## src/dlws_pkg.sv

```systemverilog
// Shared constants, codes and types for the double-ended list with search.
// No dependencies; every module of the block but dlws_ram imports this package.
package dlws_pkg;

    localparam int DEPTH  = 16;
    localparam int DATA_W = 32;
    localparam int IDX_W  = $clog2(DEPTH);
    localparam int CNT_W  = $clog2(DEPTH + 1);
    localparam int CMD_W  = 3;
    localparam int STS_W  = 2;
    localparam int POS_W  = 5;
    localparam int OUT_W  = 16;

    typedef logic [CMD_W-1:0]  cmd_t;
    typedef logic [STS_W-1:0]  status_t;
    typedef logic [IDX_W-1:0]  idx_t;
    typedef logic [CNT_W-1:0]  cnt_t;
    typedef logic [DATA_W-1:0] data_t;

    localparam cmd_t CMD_PUSH_FRONT = 3'd0;
    localparam cmd_t CMD_PUSH_BACK  = 3'd1;
    localparam cmd_t CMD_POP_FRONT  = 3'd2;
    localparam cmd_t CMD_POP_BACK   = 3'd3;
    localparam cmd_t CMD_SEARCH     = 3'd4;
    localparam cmd_t CMD_COUNT      = 3'd5;

    localparam status_t ST_OK       = 2'd0;
    localparam status_t ST_EMPTY    = 2'd1;
    localparam status_t ST_FULL     = 2'd2;
    localparam status_t ST_NOTFOUND = 2'd3;

    // controller -> datapath
    typedef struct packed {
        logic latch;   // capture an accepted word
        logic apply;   // execute a non-search command and load its result
        logic scan;    // advance the search by one entry
        logic finish;  // load the search result
    } dlws_cmd_t;

    // datapath -> controller
    typedef struct packed {
        logic is_scan;    // held command is a search on a non-empty list
        logic scan_done;  // search reached a match or the last entry
        logic out_free;   // output register can take a result this cycle
    } dlws_sts_t;

    // (base + off) wrapped round the ring; base < DEPTH and off <= DEPTH
    function automatic idx_t ring_add(idx_t base, cnt_t off);
        logic [CNT_W:0] sum;
        sum = {{(CNT_W + 1 - IDX_W){1'b0}}, base} + {1'b0, off};
        if (sum >= (CNT_W + 1)'(DEPTH))
        begin
            sum = sum - (CNT_W + 1)'(DEPTH);
        end
        return sum[IDX_W-1:0];
    endfunction

endpackage

```

## src/double_ended_list_with_search.sv

```systemverilog
// Top level of the double-ended list with search: controller plus datapath.
// Depends on dlws_pkg, dlws_ctrl, dlws_dp (and dlws_ram through dlws_dp).
//
// A bounded deque of DEPTH signed 32-bit entries kept in a ring RAM.
// Slave channel: s_tuser carries the command (push front, push back,
// pop front, pop back, search, count), s_tdata the value to insert or
// look for. Every accepted word returns exactly one result word on the
// master channel: status, 1-based match position and entry count.
// Push, pop, count and unused codes run in state EXEC after the accept and
// load their result there. A search walks the RAM one entry per cycle from
// the front, overlapping the registered read with the compare, in state
// SCAN, and loads its result from state DONE. One word is in work at a
// time; a new word is taken once the previous result has been loaded into
// the output register, even if that result still waits. Reset empties the
// list (front and count cleared); RAM contents are not cleared. When the
// receiver stalls, the result holds in the output register and the block
// stalls at most one further word behind it.
module double_ended_list_with_search (
    input  logic        clk,
    input  logic        rst_n,
    input  logic        s_tvalid,
    output logic        s_tready,
    input  logic [31:0] s_tdata,   // [31:0] value
    input  logic [2:0]  s_tuser,   // [2:0] command
    output logic        m_tvalid,
    input  logic        m_tready,
    output logic [15:0] m_tdata    // [1:0] status, [6:2] position,
                                   // [11:7] entry_count, [15:12] zero
);
    import dlws_pkg::*;

    dlws_cmd_t        cmd;
    dlws_sts_t        sts;
    status_t          out_status;
    logic [POS_W-1:0] out_position;
    logic [POS_W-1:0] out_count;

    dlws_ctrl u_ctrl (
        .clk     (clk),
        .rst_n   (rst_n),
        .s_tvalid(s_tvalid),
        .s_tready(s_tready),
        .sts     (sts),
        .cmd     (cmd)
    );

    dlws_dp u_dp (
        .clk         (clk),
        .rst_n       (rst_n),
        .cmd         (cmd),
        .sts         (sts),
        .in_command  (s_tuser),
        .in_value    (s_tdata),
        .out_valid   (m_tvalid),
        .out_ready   (m_tready),
        .out_status  (out_status),
        .out_position(out_position),
        .out_count   (out_count)
    );

    assign m_tdata = {(OUT_W - STS_W - 2 * POS_W)'(0), out_count, out_position, out_status};

endmodule

```

## src/dlws_ram.sv

```systemverilog
// Generic single-write, single-read RAM with registered read data.
// No dependencies.
module dlws_ram #(
    parameter int WIDTH = 32,
    parameter int DEPTH = 16
) (
    input  logic                     clk,
    input  logic                     we,
    input  logic [$clog2(DEPTH)-1:0] waddr,
    input  logic [WIDTH-1:0]         wdata,
    input  logic [$clog2(DEPTH)-1:0] raddr,
    output logic [WIDTH-1:0]         rdata
);

    logic [WIDTH-1:0] mem [DEPTH];

    always_ff @(posedge clk)
    begin
        if (we)
        begin
            mem[waddr] <= wdata;
        end
        rdata <= mem[raddr];
    end

endmodule

```

## src/dlws_ctrl.sv

```systemverilog
// Controller state machine for the double-ended list with search.
// Depends on dlws_pkg; drives the datapath through dlws_cmd_t.
module dlws_ctrl (
    input  logic               clk,
    input  logic               rst_n,
    input  logic               s_tvalid,
    output logic               s_tready,
    input  dlws_pkg::dlws_sts_t sts,
    output dlws_pkg::dlws_cmd_t cmd
);
    import dlws_pkg::*;

    typedef enum logic [3:0] {
        S_IDLE = 4'b0001,
        S_EXEC = 4'b0010,
        S_SCAN = 4'b0100,
        S_DONE = 4'b1000
    } state_t;

    state_t state_reg, state_next;

    assign s_tready = (state_reg == S_IDLE);

    always_comb
    begin
        state_next = state_reg;
        cmd        = '0;
        unique case (state_reg)
            S_IDLE:
            begin
                if (s_tvalid)
                begin
                    cmd.latch  = 1'b1;
                    state_next = S_EXEC;
                end
            end
            S_EXEC:
            begin
                if (sts.is_scan)
                begin
                    state_next = S_SCAN;
                end
                else if (sts.out_free)
                begin
                    cmd.apply  = 1'b1;
                    state_next = S_IDLE;
                end
            end
            S_SCAN:
            begin
                cmd.scan = 1'b1;
                if (sts.scan_done)
                begin
                    state_next = S_DONE;
                end
            end
            S_DONE:
            begin
                if (sts.out_free)
                begin
                    cmd.finish = 1'b1;
                    state_next = S_IDLE;
                end
            end
            default:
            begin
                state_next = S_IDLE;
            end
        endcase
    end

    always_ff @(posedge clk or negedge rst_n)
    begin
        if (!rst_n)
        begin
            state_reg <= S_IDLE;
        end
        else
        begin
            state_reg <= state_next;
        end
    end

endmodule

```

## src/dlws_dp.sv

```systemverilog
// Datapath: ring pointers, entry store, search scan and output register.
// Depends on dlws_pkg and dlws_ram; steered by dlws_ctrl.
module dlws_dp (
    input  logic                       clk,
    input  logic                       rst_n,
    input  dlws_pkg::dlws_cmd_t        cmd,
    output dlws_pkg::dlws_sts_t        sts,
    input  dlws_pkg::cmd_t             in_command,
    input  dlws_pkg::data_t            in_value,
    output logic                       out_valid,
    input  logic                       out_ready,
    output dlws_pkg::status_t          out_status,
    output logic [dlws_pkg::POS_W-1:0] out_position,
    output logic [dlws_pkg::POS_W-1:0] out_count
);
    import dlws_pkg::*;

    cmd_t    cmd_reg;
    data_t   val_reg;
    idx_t    front_reg, front_next;
    cnt_t    count_reg, count_next;
    cnt_t    rd_idx_reg;
    logic    pend_reg;
    logic    last_reg;
    cnt_t    cmp_pos_reg;
    logic    found_reg;
    cnt_t    pos_reg;
    logic    out_valid_reg;
    status_t out_status_reg;
    logic [POS_W-1:0] out_pos_reg;
    logic [POS_W-1:0] out_count_reg;

    status_t exec_status;
    logic    full;
    logic    empty;
    logic    we;
    idx_t    waddr;
    idx_t    raddr;
    data_t   rdata;
    logic    match;
    logic    load;

    assign full  = (count_reg == CNT_W'(DEPTH));
    assign empty = (count_reg == '0);
    assign raddr = ring_add(front_reg, rd_idx_reg);
    assign match = (rdata == val_reg);

    dlws_ram #(
        .WIDTH(DATA_W),
        .DEPTH(DEPTH)
    ) u_ram (
        .clk  (clk),
        .we   (we),
        .waddr(waddr),
        .wdata(val_reg),
        .raddr(raddr),
        .rdata(rdata)
    );

    // non-search command or search on an empty list: next pointers, store write, result status
    always_comb
    begin
        front_next  = front_reg;
        count_next  = count_reg;
        exec_status = ST_OK;
        we          = 1'b0;
        waddr       = ring_add(front_reg, count_reg);
        unique case (cmd_reg)
            CMD_PUSH_FRONT:
            begin
                waddr = (front_reg == '0) ? IDX_W'(DEPTH - 1) : front_reg - 1'b1;
                if (full)
                begin
                    exec_status = ST_FULL;
                end
                else
                begin
                    front_next = waddr;
                    count_next = count_reg + 1'b1;
                    we         = cmd.apply;
                end
            end
            CMD_PUSH_BACK:
            begin
                if (full)
                begin
                    exec_status = ST_FULL;
                end
                else
                begin
                    count_next = count_reg + 1'b1;
                    we         = cmd.apply;
                end
            end
            CMD_POP_FRONT:
            begin
                if (empty)
                begin
                    exec_status = ST_EMPTY;
                end
                else
                begin
                    front_next = ring_add(front_reg, CNT_W'(1));
                    count_next = count_reg - 1'b1;
                end
            end
            CMD_POP_BACK:
            begin
                if (empty)
                begin
                    exec_status = ST_EMPTY;
                end
                else
                begin
                    count_next = count_reg - 1'b1;
                end
            end
            CMD_SEARCH:
            begin
                // only an empty list gets here; a non-empty one is scanned
                exec_status = ST_EMPTY;
            end
            default:
            begin
                exec_status = ST_OK;
            end
        endcase
    end

    assign load          = cmd.apply || cmd.finish;
    assign sts.is_scan   = (cmd_reg == CMD_SEARCH) && !empty;
    assign sts.scan_done = pend_reg && (match || last_reg);
    assign sts.out_free  = !out_valid_reg || out_ready;

    always_ff @(posedge clk)
    begin
        if (cmd.latch)
        begin
            cmd_reg <= in_command;
            val_reg <= in_value;
        end
        if (cmd.scan)
        begin
            // issue the next read while comparing the previous one
            cmp_pos_reg <= rd_idx_reg + 1'b1;
            last_reg    <= (rd_idx_reg + 1'b1 == count_reg);
            if (sts.scan_done)
            begin
                found_reg <= match;
                pos_reg   <= cmp_pos_reg;
            end
        end
        if (load)
        begin
            if (cmd.finish)
            begin
                out_status_reg <= found_reg ? ST_OK : ST_NOTFOUND;
                out_pos_reg    <= found_reg ? POS_W'(pos_reg) : '0;
                out_count_reg  <= POS_W'(count_reg);
            end
            else
            begin
                out_status_reg <= exec_status;
                out_pos_reg    <= '0;
                out_count_reg  <= POS_W'(count_next);
            end
        end
    end

    always_ff @(posedge clk or negedge rst_n)
    begin
        if (!rst_n)
        begin
            front_reg     <= '0;
            count_reg     <= '0;
            rd_idx_reg    <= '0;
            pend_reg      <= 1'b0;
            out_valid_reg <= 1'b0;
        end
        else
        begin
            if (cmd.apply)
            begin
                front_reg <= front_next;
                count_reg <= count_next;
            end
            if (cmd.latch)
            begin
                rd_idx_reg <= '0;
                pend_reg   <= 1'b0;
            end
            else if (cmd.scan)
            begin
                if (rd_idx_reg < count_reg)
                begin
                    rd_idx_reg <= rd_idx_reg + 1'b1;
                    pend_reg   <= 1'b1;
                end
                else
                begin
                    pend_reg <= 1'b0;
                end
            end
            if (load)
            begin
                out_valid_reg <= 1'b1;
            end
            else if (out_ready)
            begin
                out_valid_reg <= 1'b0;
            end
        end
    end

    assign out_valid    = out_valid_reg;
    assign out_status   = out_status_reg;
    assign out_position = out_pos_reg;
    assign out_count    = out_count_reg;

endmodule
```

## config.mk

```make
export PLATFORM = sky130hd
export DESIGN_NAME = double_ended_list_with_search
export DESIGN_NICKNAME = d
export VERILOG_FILES = /design/src/dlws_pkg.sv /design/src/double_ended_list_with_search.sv /design/src/dlws_ram.sv /design/src/dlws_ctrl.sv /design/src/dlws_dp.sv
export SDC_FILE = /design/constraint.sdc
export NUM_CORES = 1
export LEC_CHECK = 0
export BUFFER_PORTS_ARGS = -buffer_cell sky130_fd_sc_hd__buf_2
export CORE_MARGIN = 4
export CORE_UTILIZATION = 62
export CTS_CLUSTER_DIAMETER = 80
export CTS_CLUSTER_SIZE = 14
export DETAILED_ROUTE_END_ITERATION = 8
export PLACE_DENSITY = 0.79
export SLEW_MARGIN = 20
export SYNTH_ARGS = -nofsm -noshare
export SYNTH_HDL_FRONTEND = slang
export SYNTH_HIERARCHICAL = 1
export SYNTH_SLANG_ARGS = --single-unit
```

## constraint.sdc

```tcl
create_clock -name clk -period 6.9 [get_ports clk]
set_input_delay 0.345 -clock clk [delete_from_list [all_inputs] [get_ports clk]]
set_output_delay 0.345 -clock clk [all_outputs]
set_load 0.1 [all_outputs]
```

==> reports/results.tsv <==
stage	metric	value	unit
run_status	status	finished, final reports clean	
logic_synthesis	synth-edff-count	571	
routing	vias	11700	
logic_synthesis	yosys-top-cells-count	571 x edfxtp_1, 128 x mux4_2, 65 x a22oi_1	
logic_synthesis	synth_top_area_share	71.5	%
timing	hold_viol_final	0	
power	worst_ir_drop_vdd	0.351	mV
clocking	cts_resized	0	
logic_synthesis	synth_mux_area_share	12.2	%
die	dieWidth	205	µm
routing	firstDrtPassIters	6	
setup_path	crit_fanout	17	
die	rows	71	
placed_design	dp_cells	1712	
finish	drive_gt1_share	22.6	%
timing	relSlewSlack	31.4	%
logic_synthesis	yosys_warnings	6	
logic_synthesis	synth-seq-area-share	76.3	%
run	drv_cap	0	
power	p_per_area	375	nW/µm²
logic_synthesis	synth_area	24000	µm²
placed_design	gp_congestion	0.887	
logic_synthesis	synth.most_common_cell	edfxtp_1	
logic_synthesis	synth_compound_area_share	3.70	%
finish	layout.nets	1356	
global_routing	grt_usage	23.2	%
hold_path	hold_class	primary input to flop	
die	start_util	63.2	%
die	die_h	205	µm
clocking	root_buffer	clkbuf_16	
finish	register_area	18300	µm²
logic_synthesis	synth-xor-area-share	1.86	%
clocking	path_clk_slew	0.07	ns
timing	fin_ws	2.14	ns
clocking	cts_tree	done	
timing	setup_viol	0	
placed_design	dp_hpwl	26400	µm
setup_path	cp.arrival	5.05	ns
timing	tightestPinTransition	1.03	ns
global_routing	grt_pass1_wl	73400	µm
finish	fillCellCount	2198	
clocking	cts.path.max_buffers	3	
logic_synthesis	ys_async_sr_fraction	3.21	%
clocking	cts_max_level	2	
logic_synthesis	synth_area_leader_cell	edfxtp_1	
routing	vias_per_cell	6.33	
routing	routed_wl	48100	µm
clocking	cts.sinks	623	
global_routing	grt_pass1_vias	12100	
routing	ant_nets	0	
setup_path	end_kind	flop	
logic_synthesis	ys_ff_latch	623	
finish	largest_reg_flops	512	
timing	finalWorstPathRequiredPeriod	4.76	ns
logic_synthesis	yosys.area_share.simple	3.36	%
logic_synthesis	synth_flop_cell	edfxtp_1	
die	fp.dieArea	41900	µm²
finish	fin_cells	1847	
die	core-area	37900	µm²
timing	grt_setup_unrepaired	false	
timing	maxSlewViolCount	0	
routing	routedWlPerCell	26.0	µm
setup_path	critPathKind	flop to flop	
timing	fin_worst_skew	0.0147	ns
logic_synthesis	synth_fa_ha_area_share	1.05	%
global_routing	grt_max_degree	76	
routing	drt_iter0_drc	1425	
routing	drc	0	
global_routing	antenna_found_initial	0	
logic_synthesis	yosys.cell_types.count	59	
clocking	cts-buffers-inserted	50	
setup_path	start_kind	flop	
timing	timing.final.crit_share	69.0	%
clocking	clkLatencyLatePin	0.58	ns
finish	multiInputGateArea	5500	µm²
logic_synthesis	synth_top_family_by_area	multiplexers	
power	leakage	0.00885	µW
logic_synthesis	syn_inst	1184	
setup_path	cp.required	7.18	ns
logic_synthesis	synth.avg_cell_area	20.3	µm²
placed_design	port_buffers	52	
finish	area_delta_synth_final	12.7	%
placed_design	pre_cts_ws	1.99	ns
finish	antenna_cells	0	
timing	fmax	210	MHz
global_routing	grt_remaining_overflow	0	
logic_synthesis	yosys-top-cells-area	edfxtp_1 72%, mux4_2 12%, dfxtp_1 2.7%, a22oi_1 2.0%, dfrtp_1 2.0%	
die	ios	57	
timing	finalSetupTns	0	ns
## placed cells by master, fill, tap and decap left out, types with 4 or more instances in the layout
master and count:
nand2_1 44, nor2_4 13, buf_4 16, buf_16 11
dfrtp_1 19, clkbuf_1 37, nand3_1 10, xor2_1 29
nor3_1 8, o21ai_0 15, ha_1 16, clkbuf_16 51
nand3b_1 4, inv_1 14, nor2b_1 7, and3_1 6
dlygate4sd3_1 36, nor2_1 14, nor4_1 10, dfxtp_1 32
edfxtp_1 571, nand2b_1 4, a22oi_1 65, nor3_2 4
a21oi_1 26, conb_1 4, nand4_1 4, a31oi_1 4
buf_2 52, xnor2_1 20, mux4_2 128, o31ai_1 6
## worst max-delay path, stage by stage (launching register included)
cell,delay [ns]
dfrtp_1,0.49
inv_1,0.26
ha_1,0.24
or3b_4,0.42
nor2_1,0.29
and3b_1,0.26
nor3b_1,0.26
nand2b_1,0.24
or2_2,0.35
nor2_1,0.25
or3b_2,0.61
nor2_4,0.55
buf_16,0.24
## logic make-up after synthesis
| logic type | Yosys count |
|---|---|
| DFF | 623 |
| buffers and inverters | 74 |
| other | 1 |
| adders and majority gates | 19 |
| AOI/OAI and AO/OA | 131 |
| muxes | 133 |
| xor gates and xnor gates | 50 |
| and+or+nand+nor | 153 |
## path summary, 6_finish.rpt
check	cells past startpoint	slack (ns)	endpoint	start
worst max-delay path	12	2.14	u_dp/u_ram/mem[2][27]	u_dp/count_reg[1]
worst min-delay path	3	0.10	u_ctrl/state_reg[1]	s_tvalid
worst max register to register	12	2.14	u_dp/u_ram/mem[2][27]	u_dp/count_reg[1]
worst min register to register	0	0.42	u_dp/pos_reg[1]	u_dp/cmp_pos_reg[1]
max in group asynchronous	2	6.27	u_ctrl/state_reg[0]	rst_n
min in group asynchronous	2	0.27	u_dp/out_valid	rst_n
## layout make-up
class / instances / area share (%)
Sequential cell: 623 / 67.7
Multi-Input combinational cell: 490 / 20.4
Clock buffer: 88 / 5.24
Timing Repair Buffer: 118 / 4.08
Tap cell: 511 / 2.37
Inverter: 15 / 0.208
Clock inverter: 2 / 0.0648
## power breakdown
group / internal [µW] / leakage [µW] / switching, µW / total (µW)
logic: 1190 / 0.00250 / 1560 / 2750
clock network: 1390 / 0.000681 / 1240 / 2620
registers: 4490 / 0.00567 / 281 / 4770
## routing by layer
layer	track usage [%]	wire length [µm]
met5	0	0
met4	5.98	918
met2	36.7	23800
met1	35.1	19800
met3	3.61	3600
## per-stage QoR
step / hold slack, ns / util, % / cell area (µm²) / power (µW)
after floorplan: 0.0494 / - / 24000 / 6800
after global placement: 0.337 / 65.6 / 24900 / 7450
after detailed placement: 0.334 / 65.9 / 25000 / 7530
after CTS: 0.0591 / 70.6 / 26800 / 10200
after global routing: 0.0847 / 71.2 / 27000 / 10600
final: 0.101 / 71.2 / 27000 / 10100
## what timing repair did
item,in CTS,in global routing
endpoints found under the hold margin,54,0
hold buffers,36,0
endpoints found under the setup margin,0,0
setup buffers,0,0
Note: power is estimated with default switching activity, not from simulation.
